## src/rtl/prm_pkg.sv

```systemverilog
// Shared package of the packet rate monitor: field widths, register indexes,
// reset values, alarm constants, state machine encodings and the divider request.
// Has no dependencies; every other file of the block uses it by scoped names.
package prm_pkg;

	localparam int unsigned TICKS_PER_SECOND_DEF = 1000000;

	localparam int TS_W      = 48;
	localparam int LEN_W     = 19;
	localparam int TOTAL_W   = 48;
	localparam int BIT_TOT_W = 51;
	localparam int ICNT_W    = 16;
	localparam int IBITS_W   = 36;
	localparam int RATE_W    = 32;
	localparam int RATE_WIDE = 40;
	localparam int ALARM_W   = 7;
	localparam int CFG_ADDR_W = 3;
	localparam int CFG_DATA_W = 32;

	localparam logic [15:0] BATCH_SIZE_RST     = 16'd10;
	localparam logic [31:0] MAX_INTERVAL_RST   = 32'd100000;
	localparam logic [31:0] THRESHOLD_PPS_RST  = 32'd100;
	localparam logic [15:0] HOLD_INTERVALS_RST = 16'd100;

	localparam logic [RATE_W-1:0]  LOAD_RATE_MIN   = 32'd3000;
	localparam logic [ALARM_W-1:0] LOAD_FIRE_COUNT = 7'd100;

	typedef enum logic [CFG_ADDR_W-1:0] {
		REG_BATCH_SIZE     = 3'd0,
		REG_MAX_INTERVAL   = 3'd1,
		REG_THRESHOLD_PPS  = 3'd2,
		REG_HOLD_INTERVALS = 3'd3,
		REG_LOAD_ENABLE    = 3'd4,
		REG_THRESH_ENABLE  = 3'd5
	} cfg_reg_t;

	typedef enum logic [2:0] {
		ST_IDLE,
		ST_EVAL,
		ST_DECIDE,
		ST_RATE_REQ,
		ST_RATE_WAIT,
		ST_COUNT,
		ST_CHECK,
		ST_WRITE
	} top_state_t;

	typedef enum logic [1:0] {
		RATE_BITS,
		RATE_PACKETS,
		RATE_MAL,
		RATE_BEN
	} rate_sel_t;

	typedef enum logic [2:0] {
		DIV_IDLE,
		DIV_MUL_LO,
		DIV_MUL_HI,
		DIV_RUN,
		DIV_DONE
	} div_state_t;

	typedef struct packed {
		logic start;
		logic wide;
	} div_req_t;

endpackage

```

## src/rtl/prm_rate_div.sv

```systemverilog
// Shared rate unit: floor(count * TICKS_PER_SECOND / duration), saturated to 32 or 40 bits.
// Two multiply steps on count halves, then one restoring division bit per cycle.
// Depends on prm_pkg.
module prm_rate_div #(
	parameter int unsigned TICKS_PER_SECOND = prm_pkg::TICKS_PER_SECOND_DEF
) (
	input  logic                            clk,
	input  logic                            arst_n,
	input  prm_pkg::div_req_t               req,
	input  logic [prm_pkg::IBITS_W-1:0]     count,
	input  logic [prm_pkg::TS_W-1:0]        dur,
	output logic                            done,
	output logic [prm_pkg::RATE_WIDE-1:0]   result
);

	localparam int TPS_W  = $clog2(TICKS_PER_SECOND + 1);
	localparam int HALF_W = prm_pkg::IBITS_W / 2;
	localparam int MUL_W  = HALF_W + TPS_W;
	localparam int PROD_W = prm_pkg::IBITS_W + TPS_W;
	localparam int STEP_W = $clog2(PROD_W);
	localparam int DUR_W  = prm_pkg::TS_W;
	localparam int RES_W  = prm_pkg::RATE_WIDE;
	localparam logic [TPS_W-1:0] TPS_C = TPS_W'(TICKS_PER_SECOND);

	prm_pkg::div_state_t state_q, state_d;

	logic [prm_pkg::IBITS_W-1:0] cnt_q;
	logic [DUR_W-1:0]            dur_q;
	logic                        wide_q;
	logic [PROD_W-1:0]           num_q;
	logic [DUR_W-1:0]            rem_q;
	logic [STEP_W-1:0]           step_q;
	logic [RES_W-1:0]            res_q;

	logic [HALF_W-1:0] mul_a;
	logic [MUL_W-1:0]  prod;
	logic [DUR_W:0]    trial;
	logic [DUR_W:0]    diff;
	logic              ge;
	logic [PROD_W-1:0] num_next;

	function automatic logic [RES_W-1:0] cap_of(input logic wide);
		return wide ? {RES_W{1'b1}} : {{(RES_W - prm_pkg::RATE_W){1'b0}},
			{prm_pkg::RATE_W{1'b1}}};
	endfunction

	assign mul_a    = (state_q == prm_pkg::DIV_MUL_HI) ?
		cnt_q[prm_pkg::IBITS_W-1:HALF_W] : cnt_q[HALF_W-1:0];
	assign prod     = MUL_W'(mul_a) * MUL_W'(TPS_C);
	assign trial    = {rem_q, num_q[PROD_W-1]};
	assign ge       = trial >= {1'b0, dur_q};
	assign diff     = trial - {1'b0, dur_q};
	assign num_next = {num_q[PROD_W-2:0], ge};

	always_comb begin
		state_d = state_q;
		unique case (state_q)
			prm_pkg::DIV_IDLE: begin
				if (req.start) begin
					if (count == '0 || dur == '0)
						state_d = prm_pkg::DIV_DONE;
					else
						state_d = prm_pkg::DIV_MUL_LO;
				end
			end
			prm_pkg::DIV_MUL_LO: state_d = prm_pkg::DIV_MUL_HI;
			prm_pkg::DIV_MUL_HI: state_d = prm_pkg::DIV_RUN;
			prm_pkg::DIV_RUN: begin
				if (step_q == '0)
					state_d = prm_pkg::DIV_DONE;
			end
			prm_pkg::DIV_DONE: state_d = prm_pkg::DIV_IDLE;
			default: state_d = prm_pkg::DIV_IDLE;
		endcase
	end

	always_comb begin
		done   = (state_q == prm_pkg::DIV_DONE);
		result = res_q;
	end

	always_ff @(posedge clk or negedge arst_n) begin
		if (!arst_n) begin
			state_q <= prm_pkg::DIV_IDLE;
			step_q  <= '0;
		end else begin
			state_q <= state_d;
			if (state_q == prm_pkg::DIV_MUL_HI)
				step_q <= STEP_W'(PROD_W - 1);
			else if (state_q == prm_pkg::DIV_RUN)
				step_q <= step_q - 1'b1;
		end
	end

	always_ff @(posedge clk) begin
		unique case (state_q)
			prm_pkg::DIV_IDLE: begin
				if (req.start) begin
					cnt_q  <= count;
					dur_q  <= dur;
					wide_q <= req.wide;
					res_q  <= (count == '0) ? '0 : cap_of(req.wide);
				end
			end
			prm_pkg::DIV_MUL_LO: begin
				num_q <= {{HALF_W{1'b0}}, prod};
				rem_q <= '0;
			end
			prm_pkg::DIV_MUL_HI: begin
				num_q <= num_q + {prod, {HALF_W{1'b0}}};
			end
			prm_pkg::DIV_RUN: begin
				rem_q <= ge ? diff[DUR_W-1:0] : trial[DUR_W-1:0];
				num_q <= num_next;
				if (step_q == '0) begin
					if (wide_q)
						res_q <= (|num_next[PROD_W-1:RES_W]) ? cap_of(1'b1) :
							num_next[RES_W-1:0];
					else
						res_q <= (|num_next[PROD_W-1:prm_pkg::RATE_W]) ? cap_of(1'b0) :
							RES_W'(num_next[prm_pkg::RATE_W-1:0]);
				end
			end
			default: begin
			end
		endcase
	end

`ifndef SYNTHESIS
	a_done_pulse: assert property (@(posedge clk) disable iff (!arst_n)
		done |=> !done)
		else $error("rate unit done held for more than one cycle");

	a_rem_below_dur: assert property (@(posedge clk) disable iff (!arst_n)
		state_q == prm_pkg::DIV_RUN |-> rem_q < dur_q)
		else $error("division remainder not below the divisor");

	a_narrow_cap: assert property (@(posedge clk) disable iff (!arst_n)
		done && !wide_q |-> result[RES_W-1:prm_pkg::RATE_W] == '0)
		else $error("narrow rate exceeds 32 bits");
`endif

endmodule

```

## src/rtl/packet_rate_monitor_alarm.sv

```systemverilog
// Top level of the packet rate monitor with load alarm and threshold flag.
// Holds the configuration registers, running totals, the sequencer and the output register.
// Depends on prm_pkg and prm_rate_div.
//
// An item that does not close the measurement interval passes through the EVAL, DECIDE,
// COUNT, CHECK and WRITE states before the next input transfer. An item that closes the
// interval additionally runs the shared rate unit four times in a row (bit, packet,
// malicious and benign rates), each run computing PROD_W quotient bits, where PROD_W is 36
// plus the bit width of TICKS_PER_SECOND (56 at the default); a rate whose count or
// duration is zero skips the multiply and division steps. The rate unit retires one quotient
// bit per cycle, which sets the close time. A finished result sits in the output register,
// so the next input transfer is taken while the result still waits for the consumer.
module packet_rate_monitor_alarm #(
	parameter int unsigned TICKS_PER_SECOND = prm_pkg::TICKS_PER_SECOND_DEF
) (
	input  logic                              clk,
	input  logic                              arst_n,
	input  logic                              cfg_we,
	input  logic [prm_pkg::CFG_ADDR_W-1:0]    cfg_addr,
	input  logic [prm_pkg::CFG_DATA_W-1:0]    cfg_wdata,
	input  logic                              in_valid,
	output logic                              in_ready,
	input  logic [prm_pkg::TS_W-1:0]          timestamp,
	input  logic [prm_pkg::LEN_W-1:0]         bit_length,
	input  logic                              is_malicious,
	output logic                              out_valid,
	input  logic                              out_ready,
	output logic [prm_pkg::TOTAL_W-1:0]       total_packets,
	output logic [prm_pkg::TOTAL_W-1:0]       total_bytes,
	output logic [prm_pkg::RATE_W-1:0]        current_pps,
	output logic [prm_pkg::RATE_WIDE-1:0]     current_bps,
	output logic [prm_pkg::RATE_W-1:0]        malicious_pps,
	output logic [prm_pkg::RATE_W-1:0]        benign_pps,
	output logic                              threshold_flag,
	output logic                              load_event,
	output logic                              load_alarm_latched
);

	localparam int TS_W    = prm_pkg::TS_W;
	localparam int ICNT_W  = prm_pkg::ICNT_W;
	localparam int IBITS_W = prm_pkg::IBITS_W;
	localparam int BT_W    = prm_pkg::BIT_TOT_W;

	prm_pkg::top_state_t state_q, state_d;
	prm_pkg::rate_sel_t  sel_q;

	logic [15:0] batch_size_q;
	logic [31:0] max_interval_q;
	logic [31:0] threshold_pps_q;
	logic [15:0] hold_intervals_q;
	logic        load_en_q;
	logic        thresh_en_q;

	logic [prm_pkg::TOTAL_W-1:0] packet_total_q;
	logic [BT_W-1:0]             bit_total_q;
	logic [TS_W-1:0]             interval_start_q;
	logic [ICNT_W-1:0]           ipackets_q;
	logic [ICNT_W-1:0]           imal_q;
	logic [ICNT_W-1:0]           iben_q;
	logic [IBITS_W-1:0]          ibits_q;
	logic [prm_pkg::RATE_W-1:0]  rate_packets_q;
	logic [prm_pkg::RATE_WIDE-1:0] rate_bits_q;
	logic [prm_pkg::RATE_W-1:0]  rate_mal_q;
	logic [prm_pkg::RATE_W-1:0]  rate_ben_q;
	logic [prm_pkg::ALARM_W-1:0] alarm_count_q;
	logic                        alarm_latched_q;
	logic [15:0]                 hold_count_q;
	logic                        flag_value_q;
	logic                        close_q;
	logic                        prev_flag_q;
	logic                        event_q;
	logic                        out_valid_q;

	logic [TS_W-1:0]                  ts_q;
	logic [prm_pkg::LEN_W-1:0]        len_q;
	logic                             mal_q;
	logic [TS_W-1:0]                  dur_q;
	logic [prm_pkg::TOTAL_W-1:0]      total_packets_q;
	logic [prm_pkg::TOTAL_W-1:0]      total_bytes_q;
	logic [prm_pkg::RATE_W-1:0]       current_pps_q;
	logic [prm_pkg::RATE_WIDE-1:0]    current_bps_q;
	logic [prm_pkg::RATE_W-1:0]       malicious_pps_q;
	logic [prm_pkg::RATE_W-1:0]       benign_pps_q;
	logic                             threshold_flag_q;
	logic                             load_event_q;
	logic                             load_latched_q;

	prm_pkg::div_req_t             div_req;
	logic [IBITS_W-1:0]            div_count;
	logic                          div_done;
	logic [prm_pkg::RATE_WIDE-1:0] div_result;

	logic               in_xfer;
	logic               out_load;
	logic [BT_W:0]      bit_sum;
	logic [IBITS_W:0]   ibits_sum;
	logic [TS_W-1:0]    dur_calc;
	logic [prm_pkg::ALARM_W-1:0] alarm_next;
	logic [15:0]        hold_next;

	assign in_xfer   = in_valid && in_ready;
	assign out_load  = (state_q == prm_pkg::ST_WRITE) && (!out_valid_q || out_ready);
	assign bit_sum   = {1'b0, bit_total_q} + (BT_W + 1)'(len_q);
	assign ibits_sum = {1'b0, ibits_q} + (IBITS_W + 1)'(len_q);
	assign dur_calc  = (ts_q >= interval_start_q) ? ts_q - interval_start_q : '0;
	assign alarm_next = alarm_count_q + 1'b1;
	assign hold_next  = (hold_count_q == 16'hFFFF) ? hold_count_q : hold_count_q + 1'b1;

	always_comb begin
		unique case (sel_q)
			prm_pkg::RATE_BITS:    div_count = ibits_q;
			prm_pkg::RATE_PACKETS: div_count = IBITS_W'(ipackets_q);
			prm_pkg::RATE_MAL:     div_count = IBITS_W'(imal_q);
			prm_pkg::RATE_BEN:     div_count = IBITS_W'(iben_q);
			default:               div_count = '0;
		endcase
	end

	prm_rate_div #(
		.TICKS_PER_SECOND(TICKS_PER_SECOND)
	) u_rate_div (
		.clk    (clk),
		.arst_n (arst_n),
		.req    (div_req),
		.count  (div_count),
		.dur    (dur_q),
		.done   (div_done),
		.result (div_result)
	);

	always_comb begin
		state_d = state_q;
		unique case (state_q)
			prm_pkg::ST_IDLE: begin
				if (in_valid)
					state_d = prm_pkg::ST_EVAL;
			end
			prm_pkg::ST_EVAL:   state_d = prm_pkg::ST_DECIDE;
			prm_pkg::ST_DECIDE: state_d = close_q ? prm_pkg::ST_RATE_REQ : prm_pkg::ST_COUNT;
			prm_pkg::ST_RATE_REQ: state_d = prm_pkg::ST_RATE_WAIT;
			prm_pkg::ST_RATE_WAIT: begin
				if (div_done)
					state_d = (sel_q == prm_pkg::RATE_BEN) ? prm_pkg::ST_COUNT :
						prm_pkg::ST_RATE_REQ;
			end
			prm_pkg::ST_COUNT: state_d = prm_pkg::ST_CHECK;
			prm_pkg::ST_CHECK: state_d = prm_pkg::ST_WRITE;
			prm_pkg::ST_WRITE: begin
				if (!out_valid_q || out_ready)
					state_d = prm_pkg::ST_IDLE;
			end
			default: state_d = prm_pkg::ST_IDLE;
		endcase
	end

	always_comb begin
		in_ready      = (state_q == prm_pkg::ST_IDLE);
		div_req.start = (state_q == prm_pkg::ST_RATE_REQ);
		div_req.wide  = (sel_q == prm_pkg::RATE_BITS);
	end

	always_ff @(posedge clk or negedge arst_n) begin
		if (!arst_n) begin
			state_q          <= prm_pkg::ST_IDLE;
			sel_q            <= prm_pkg::RATE_BITS;
			batch_size_q     <= prm_pkg::BATCH_SIZE_RST;
			max_interval_q   <= prm_pkg::MAX_INTERVAL_RST;
			threshold_pps_q  <= prm_pkg::THRESHOLD_PPS_RST;
			hold_intervals_q <= prm_pkg::HOLD_INTERVALS_RST;
			load_en_q        <= 1'b1;
			thresh_en_q      <= 1'b1;
			packet_total_q   <= '0;
			bit_total_q      <= '0;
			interval_start_q <= '0;
			ipackets_q       <= '0;
			imal_q           <= '0;
			iben_q           <= '0;
			ibits_q          <= '0;
			rate_packets_q   <= '0;
			rate_bits_q      <= '0;
			rate_mal_q       <= '0;
			rate_ben_q       <= '0;
			alarm_count_q    <= '0;
			alarm_latched_q  <= 1'b0;
			hold_count_q     <= '0;
			flag_value_q     <= 1'b0;
			close_q          <= 1'b0;
			prev_flag_q      <= 1'b0;
			event_q          <= 1'b0;
			out_valid_q      <= 1'b0;
		end else begin
			state_q <= state_d;

			if (cfg_we) begin
				unique case (cfg_addr)
					prm_pkg::REG_BATCH_SIZE:     batch_size_q     <= cfg_wdata[15:0];
					prm_pkg::REG_MAX_INTERVAL:   max_interval_q   <= cfg_wdata;
					prm_pkg::REG_THRESHOLD_PPS:  threshold_pps_q  <= cfg_wdata;
					prm_pkg::REG_HOLD_INTERVALS: hold_intervals_q <= cfg_wdata[15:0];
					prm_pkg::REG_LOAD_ENABLE:    load_en_q        <= cfg_wdata[0];
					prm_pkg::REG_THRESH_ENABLE:  thresh_en_q      <= cfg_wdata[0];
					default: begin
					end
				endcase
			end

			if (out_load)
				out_valid_q <= 1'b1;
			else if (out_ready)
				out_valid_q <= 1'b0;

			unique case (state_q)
				prm_pkg::ST_EVAL: begin
					if (packet_total_q != {prm_pkg::TOTAL_W{1'b1}})
						packet_total_q <= packet_total_q + 1'b1;
					bit_total_q <= bit_sum[BT_W] ? {BT_W{1'b1}} : bit_sum[BT_W-1:0];
					close_q <= (ipackets_q >= batch_size_q) ||
						(dur_calc >= TS_W'(max_interval_q));
				end
				prm_pkg::ST_DECIDE: begin
					sel_q   <= prm_pkg::RATE_BITS;
				end
				prm_pkg::ST_RATE_WAIT: begin
					if (div_done) begin
						unique case (sel_q)
							prm_pkg::RATE_BITS:    rate_bits_q    <= div_result;
							prm_pkg::RATE_PACKETS: rate_packets_q <= div_result[31:0];
							prm_pkg::RATE_MAL:     rate_mal_q     <= div_result[31:0];
							prm_pkg::RATE_BEN:     rate_ben_q     <= div_result[31:0];
							default: begin
							end
						endcase
						sel_q <= prm_pkg::rate_sel_t'(sel_q + 2'd1);
						if (sel_q == prm_pkg::RATE_BEN) begin
							interval_start_q <= ts_q;
							ipackets_q       <= '0;
							imal_q           <= '0;
							iben_q           <= '0;
							ibits_q          <= '0;
						end
					end
				end
				prm_pkg::ST_COUNT: begin
					if (!(&ipackets_q))
						ipackets_q <= ipackets_q + 1'b1;
					if (mal_q) begin
						if (!(&imal_q))
							imal_q <= imal_q + 1'b1;
					end else begin
						if (!(&iben_q))
							iben_q <= iben_q + 1'b1;
					end
					ibits_q <= ibits_sum[IBITS_W] ? {IBITS_W{1'b1}} : ibits_sum[IBITS_W-1:0];
				end
				prm_pkg::ST_CHECK: begin
					prev_flag_q <= flag_value_q;
					event_q     <= 1'b0;
					if (load_en_q && !alarm_latched_q && rate_packets_q >= prm_pkg::LOAD_RATE_MIN)
					begin
						alarm_count_q <= alarm_next;
						if (alarm_next == prm_pkg::LOAD_FIRE_COUNT) begin
							alarm_latched_q <= 1'b1;
							event_q         <= 1'b1;
						end
					end
					if (thresh_en_q) begin
						if (rate_packets_q > threshold_pps_q) begin
							hold_count_q <= hold_next;
							if (hold_next == hold_intervals_q)
								flag_value_q <= 1'b1;
						end else begin
							hold_count_q <= '0;
							flag_value_q <= 1'b0;
						end
					end
				end
				default: begin
				end
			endcase
		end
	end

	always_ff @(posedge clk) begin
		if (in_xfer) begin
			ts_q  <= timestamp;
			len_q <= bit_length;
			mal_q <= is_malicious;
		end
		if (state_q == prm_pkg::ST_EVAL)
			dur_q <= dur_calc;
		if (out_load) begin
			total_packets_q  <= packet_total_q;
			total_bytes_q    <= bit_total_q[BT_W-1:3];
			current_pps_q    <= rate_packets_q;
			current_bps_q    <= rate_bits_q;
			malicious_pps_q  <= rate_mal_q;
			benign_pps_q     <= rate_ben_q;
			threshold_flag_q <= prev_flag_q;
			load_event_q     <= event_q;
			load_latched_q   <= alarm_latched_q;
		end
	end

	assign out_valid          = out_valid_q;
	assign total_packets      = total_packets_q;
	assign total_bytes        = total_bytes_q;
	assign current_pps        = current_pps_q;
	assign current_bps        = current_bps_q;
	assign malicious_pps      = malicious_pps_q;
	assign benign_pps         = benign_pps_q;
	assign threshold_flag     = threshold_flag_q;
	assign load_event         = load_event_q;
	assign load_alarm_latched = load_latched_q;

`ifndef SYNTHESIS
	a_alarm_bound: assert property (@(posedge clk) disable iff (!arst_n)
		alarm_count_q <= prm_pkg::LOAD_FIRE_COUNT)
		else $error("load alarm counter ran past its firing count");

	a_flag_needs_hold: assert property (@(posedge clk) disable iff (!arst_n)
		flag_value_q |-> hold_count_q != '0)
		else $error("threshold flag set with a cleared hold counter");

	a_event_latched: assert property (@(posedge clk) disable iff (!arst_n)
		out_valid && load_event |-> load_alarm_latched)
		else $error("load event reported without the latched alarm");

	a_rate_start_idle: assert property (@(posedge clk) disable iff (!arst_n)
		div_req.start |-> state_q == prm_pkg::ST_RATE_REQ && !div_done)
		else $error("rate unit started while finishing");
`endif

endmodule

```

## config.mk

```make
export PLATFORM = sky130hd
export DESIGN_NAME = packet_rate_monitor_alarm
export DESIGN_NICKNAME = d
export VERILOG_FILES = /design/src/rtl/prm_pkg.sv /design/src/rtl/prm_rate_div.sv /design/src/rtl/packet_rate_monitor_alarm.sv
export SDC_FILE = /design/constraint.sdc
export NUM_CORES = 2
export LEC_CHECK = 0
export BUFFER_PORTS_ARGS = -buffer_cell sky130_fd_sc_hd__buf_2
export CORE_UTILIZATION = 62
export DETAILED_ROUTE_END_ITERATION = 8
export PLACE_DENSITY = 0.79
export REMOVE_ABC_BUFFERS = 1
export SYNTH_ARGS = -nofsm -noshare
export SYNTH_HDL_FRONTEND = slang
export SYNTH_SLANG_ARGS = --single-unit
```

## constraint.sdc

```tcl
create_clock -name clk -period 13.5 [get_ports clk]
set_input_delay 0.675 -clock clk [delete_from_list [all_inputs] [get_ports clk]]
set_output_delay 0.675 -clock clk [all_outputs]
set_load 0.03 [all_outputs]
```

After elaboration in Yosys (flattened, before gate mapping)
Cells that the tools add are included.
Operators by class
  add/subtract/negate cells: 13
  $mul: 1
  magnitude comparators: 6
  equal/unequal tests: 35
  mux-type cells: 51
  reductions and logical operators: 52
Operator list (count)
  2-to-1 mux 40 bit: 6
  case mux 56 bit (3 select lines): 1
  2-to-1 mux 16 bit: 9
  case mux 36 bit (4 select lines): 1
  2-to-1 mux 36 bit: 3
  2-to-1 mux 48 bit: 2
  case mux 16 bit (2 select lines): 3
  case mux 48 bit (2 select lines): 1
  subtractor 48 bit: 2
  case mux 40 bit (2 select lines): 1
  case mux 36 bit (2 select lines): 1
  adder 16 x 1 -> 16 bit (second input constant): 4
  adder 56 bit: 1
  adder 51 x 19 -> 52 bit: 1
  2-to-1 mux 51 bit: 1
  >= comparator 49 x 48 -> 1 bit: 1
  adder 48 x 1 -> 48 bit (second input constant): 1
  >= comparator 48 x 32 -> 1 bit: 1
  >= comparator 48 bit: 1
  logical NOT 48 bit: 1
  != test 48 bit (second input constant): 1
  AND reduction 16 bit: 3
  adder 36 x 19 -> 37 bit: 1
  logical NOT 36 bit: 1
  other kinds (40): 110
Storage, ports and cells
  flip-flop bits (word level): 1088
  bits of input ports: 108
  output and inout port bits: 237
  logic and storage cells: 206

Logic depth before layout (Yosys ltp)
  depth in word-level cells: 7
  mapped depth: 36

By module
A second synthesis with hierarchy kept.
Second synthesis, totals
  cell total of the unflattened synthesis: 5122
  area, all modules: 56729.4 µm²
By module, submodules not included
  packet_rate_monitor_alarm: times used 1, cells each 3338, area each 38627.0 µm², sequential area each 23047.1 µm²
  prm_rate_div: times used 1, cells each 1784, area each 18102.4 µm², sequential area each 7101.8 µm²

Worst setup path after synthesis
OpenSTA, ideal clock, no wires.
  path kind: register -> register
  start: reg state_q[0]
  end: reg state_q[2]
  arrival: 10.886 ns
  slack: 2.028 ns
  cell stages (with the launch flop): 5
  period minus slack after synthesis: 11.472 ns
  cell sequence: dfrtp_1 -> clkbuf_1 -> nand3_1 -> nor2_1 -> nor3_1
On the way
  cells in the longest elaborated chain, start to end: 3
RTL lines
  from (decl): RTL line packet_rate_monitor_alarm.sv:44  | prm_pkg::top_state_t state_q, state_d;
  from (signal assigned): RTL line packet_rate_monitor_alarm.sv:164  | state_q <= prm_pkg::ST_IDLE;
  from (signal assigned): RTL line packet_rate_monitor_alarm.sv:192  | state_q <= state_d;
  equality test 3 bit or logical NOT 3 bit (tied branches): RTL line packet_rate_monitor_alarm.sv:133  | unique case (state_q)
  != test 2 x 1 -> 1 bit (no source line) or != test 2 bit (tied branches)
  AND reduction 3 bit (no source line)
Several ways; a longest one is shown, not always the timed one.
A chain may end at the register's enable or synchronous reset.

Worst setup path after layout
  start: reg u_rate_div.state_q[0]
  end: reg u_rate_div.num_q[55], data pin
On the way
  cells in the longest elaborated chain, start to end: 5
RTL lines
  from (decl): RTL line prm_rate_div.sv:25  | prm_pkg::div_state_t state_q, state_d;
  from (signal assigned): RTL line prm_rate_div.sv:84  | state_q <= prm_pkg::DIV_IDLE;
  from (signal assigned): RTL line prm_rate_div.sv:87  | state_q <= state_d;
  equality test 3 x 2 -> 1 bit: RTL line prm_rate_div.sv:47, prm_rate_div.sv:96
  2-to-1 mux 18 bit: RTL line prm_rate_div.sv:47  | assign mul_a = (state_q == prm_pkg::DIV_MUL_HI) ?
  multiplier 18 x 14 -> 32 bit: RTL line prm_rate_div.sv:49  | assign prod = MUL_W'(mul_a) * MUL_W'(TPS_C);
  adder 56 bit: RTL line prm_rate_div.sv:110  | num_q <= num_q + {prod, {HALF_W{1'b0}}};
  case mux 56 bit (3 select lines) *: RTL line prm_rate_div.sv:96  | unique case (state_q)
  to (signal assigned): RTL line prm_rate_div.sv:106  | num_q <= {{HALF_W{1'b0}}, prod};
  to (signal assigned): RTL line prm_rate_div.sv:110
  to (signal assigned): RTL line prm_rate_div.sv:114  | num_q <= num_next;
  to (decl): RTL line prm_rate_div.sv:30  | logic [PROD_W-1:0] num_q;
Every way passes the cells marked *; elsewhere a longest branch is shown, timed or not.

==> out/qor.yml <==
synthesis:
  muxShareOfSynthArea_pct: 3.55
  synth_top_family_by_area: "simple AND/OR/NAND/NOR gates"
  synth_fa_ha_area_share_pct: 10.6
  netlist_instances: 5063
  synth_xor_area_share_pct: 4.48
  yosys.area.top_type_share_pct: 30.8
  async_reset_ff_share_pct: 46.7
  synth_compound_area_share_pct: 12.2
  yosys.area.top_type: "edfxtp_1"
  netlist_area_sq_um: 56500
  synthFlopType: "edfxtp_1"
  seq_area_frac_synth_pct: 53.3
  synthDistinctLibCells: 94
  yosys_warnings: 0
  synth.avg_cell_area_sq_um: 11.2
  synthSimpleGateAreaFrac_pct: 12.3
  synth_edf_count: 580
  ys_ff_latch: 1088
  synth_area_leaders: "edfxtp_1 31%, dfrtp_1 22%, ha_1 8.2%, nand2_1 3.5%, mux2_2 2.7%"
global_route:
  grt_start_max_net_pins: 159
  grt_pass1_vias: 39597
  grt.total_usage_pct: 31.0
  grt_first_pass_wirelength_um: 225000
  overflow: 0
  antenna_found_initial: 5
worst_setup_path:
  cp_slowest_cell: "mux2i_1"
  crit_arrival_ns: 9.50
  r2r_end: "u_rate_div.num_q[55]"
  crit_type: "reg2reg"
  start_kind: "register"
  worst_r2r_path_depth: 34
  critical_path.max_fanout: 50
  critPathCaptureType: "register"
  crit_path_max_incr_delay_ns: 0.57
  cpMostUsedCell: "inv_1"
  reg2reg_from: "u_rate_div.state_q[0]"
  reg2reg_slack_ns: 4.45
  timing.critical_path.required_ns: 13.95
placed_design:
  pre_cts_ws_ns: 4.38
  hpwl_um: 103000
  gp_congestion: 0.960
  io_buffers: 344
run:
  maxCapViolCount: 0
timing:
  fmax_ghz: 0.110
  final_hold_viol_count: 0
  setup_slack_ns: 4.45
  drv_slew: 0
  period_minus_slack_ns: 9.05
  worstMarginPinSlew_ns: 1.18
  finalCritPeriodShare_pct: 67.1
  worst_clock_skew_ns: 0.0451
  final.setup.tns_ns: 0
  setup_violations: 0
  rsz0062_at_grt: "false"
  relSlewSlack_pct: 20.9
hold_path:
  hold_path_end: "len_q[11]"
  min_from: "bit_length[11]"
  hp-class: "in2reg"
  whs_path_depth: 1
layout:
  multi_input_area_sq_um: 24400
  drive_above_1_share_pct: 14.3
  fillers: 6357
  diodes: 0
  regArea_sq_um: 30100
  area.growth.synth_to_final_pct: 11.8
  nets: 5941
clocking:
  cts_tree: "built"
  ctsHoldBuffers: 1
  clk_latency_ns: 0.72
  cts_buffers: 111
  post_cts_resized: 0
  cts_htree_levels: 3
  cts_sinks: 1088
  post-cts-setup-buffers: 0
  clk_path_buf_depth: 3
  cts-root-buf: "clkbuf_16"
  clkTransAtPathRegs_ns: 0.07
floorplan:
  boundaryPins: 345
  core-area_sq_um: 90100
  die_h_um: 304
  initial_utilization_pct: 62.7
  die_x_um: 304
  num_rows: 110
  dieArea_sq_um: 92400
detailed_routing:
  ant_nets: 0
  post_drt_wl_per_cell_um: 21.5
  totalWireLength_um: 143000
  dr.pass1.iters: 6
  via_per_inst: 6.10
  dr.first_iter.drc_count: 4254
  via_count: 40684
  drcViolationCount: 0
run_status:
  status: "finished clean"
power_and_ir_drop:
  p_leak_uw: 0.0280
  power_density_nw_per_um2: 245
  ir_drop_uv: 335
==> cell families (layout without fill, tap and decap cells) <==
kind of cell | Yosys count | after routing
simple gates | 1463 | 1463
flops | 1088 | 1088
compound gates | 1071 | 1071
buf+inv | 531 | 961
fa+ha+maj | 438 | 438
xor+xnor | 289 | 289
mux | 183 | 183
==> layer usage <==
metal / share of wire, % / track usage (%) / routed length [um]
met5: 0.036 / 0 / 51
met4: 3.1 / 9.05 / 4370
met3: 7.4 / 5.08 / 10600
met2: 47 / 50.3 / 66900
met1: 43 / 43.3 / 61200
==> per-stage QoR <==
step | power [uW] | instances | hold WS [ns] | util [%] | cell area (sq um)
6_report | 15500 | 6669 | 0.141 | 70.1 | 63200
5_1_grt | 16500 | 6669 | 0.0988 | 70.1 | 63200
4_1_cts | 15500 | 6669 | 0.0909 | 70.1 | 63200
3_5_place_dp | 12300 | 6457 | 0.429 | 66.0 | 59500
3_3_place_gp | 12200 | 6457 | 0.424 | 66.0 | 59500
2_1_floorplan | 10500 | 4893 | 0.379 | - | 55900
==> worst max-delay path, delay by kind of cell (launching register included) <==
kind	cells	cell delay, ns
buffers and inverters	8	1.21
AND/OR/NAND/NOR	3	0.72
adder cells (fa/ha/maj)	8	3.09
multiplexers	1	0.57
XOR/XNOR	3	0.49
flip-flops	1	0.36
AO/OA/AOI/OAI	11	2.35
==> area by class of cell <==
cell class              count  share of cell area [%]
multi-input cells        3444                    38.7
well taps                1176                    2.33
repair buffers            389                    3.30
clock inverters            62                   0.905
clock buffers             149                    4.96
inverters                 361                    2.14
flip-flops and latches   1088                    47.7
==> sequential cells by signal (all words and copies together), names as in the netlist, 36 cells and up <==
name               flops
u_rate_div.num_q      56
bit_total_q           51
dur_q                 48
interval_start_q      48
packet_total_q        48
total_bytes           48
total_packets         48
ts_q                  48
u_rate_div.dur_q      48
u_rate_div.rem_q      48
current_bps           40
rate_bits_q           40
u_rate_div.result     40
ibits_q               36
u_rate_div.cnt_q      36
==> power breakdown <==
part	internal (uW)	switching, uW
sequential	4240	372
combinational	3110	4700
clock	1750	1330
total	9100	6410
==> placed cells by master (no fill, tap or decap), types with 113 or more instances in the layout <==
| cell | Yosys | routed |
|---|---|---|
| dfrtp_1 | 492 | 492 |
| o21ai_0 | 281 | 281 |
| xor2_1 | 118 | 118 |
| inv_1 | 357 | 357 |
| mux2_2 | 135 | 135 |
| buf_2 | 5 | 343 |
| xnor2_1 | 171 | 171 |
| nand3_1 | 123 | 123 |
| ha_1 | 371 | 371 |
| edfxtp_1 | 580 | 580 |
| nand2_1 | 527 | 524 |
| a21oi_1 | 278 | 276 |
| a21o_1 | 145 | 144 |
| clkbuf_16 | 0 | 113 |
| nor2_1 | 310 | 303 |
==> cells in the mapped netlist, types with 23 or more instances <==
cell type and number:
edfxtp_1 580, nand2_1 527, dfrtp_1 492, ha_1 371
inv_1 357, nor2_1 310, o21ai_0 281, a21oi_1 278
xnor2_1 171, a21o_1 145, clkbuf_1 141, mux2_2 135
nand3_1 123, xor2_1 118, nand4_1 84, fa_1 67
nor3_1 65, and3_1 62, a31oi_1 55, nor4_1 53
and2_1 47, mux2i_1 47, nor2b_1 45, nand2b_1 41
a211oi_1 37, a22o_1 33, o21a_1 31, or3_1 23
==> worst max path at each step <==
stage	start	end	slack, ns
2_1_floorplan	out_ready	state_q[2]	2.09
3_3_place_gp	u_rate_div.state_q[0]	u_rate_div.num_q[55]	4.54
3_5_place_dp	u_rate_div.state_q[0]	u_rate_div.num_q[55]	4.38
4_1_cts	u_rate_div.state_q[0]	u_rate_div.num_q[55]	4.40
5_1_grt	u_rate_div.state_q[0]	u_rate_div.num_q[53]	3.80
6_report	u_rate_div.state_q[0]	u_rate_div.num_q[55]	4.45
Power figures use the tool's default switching activity.
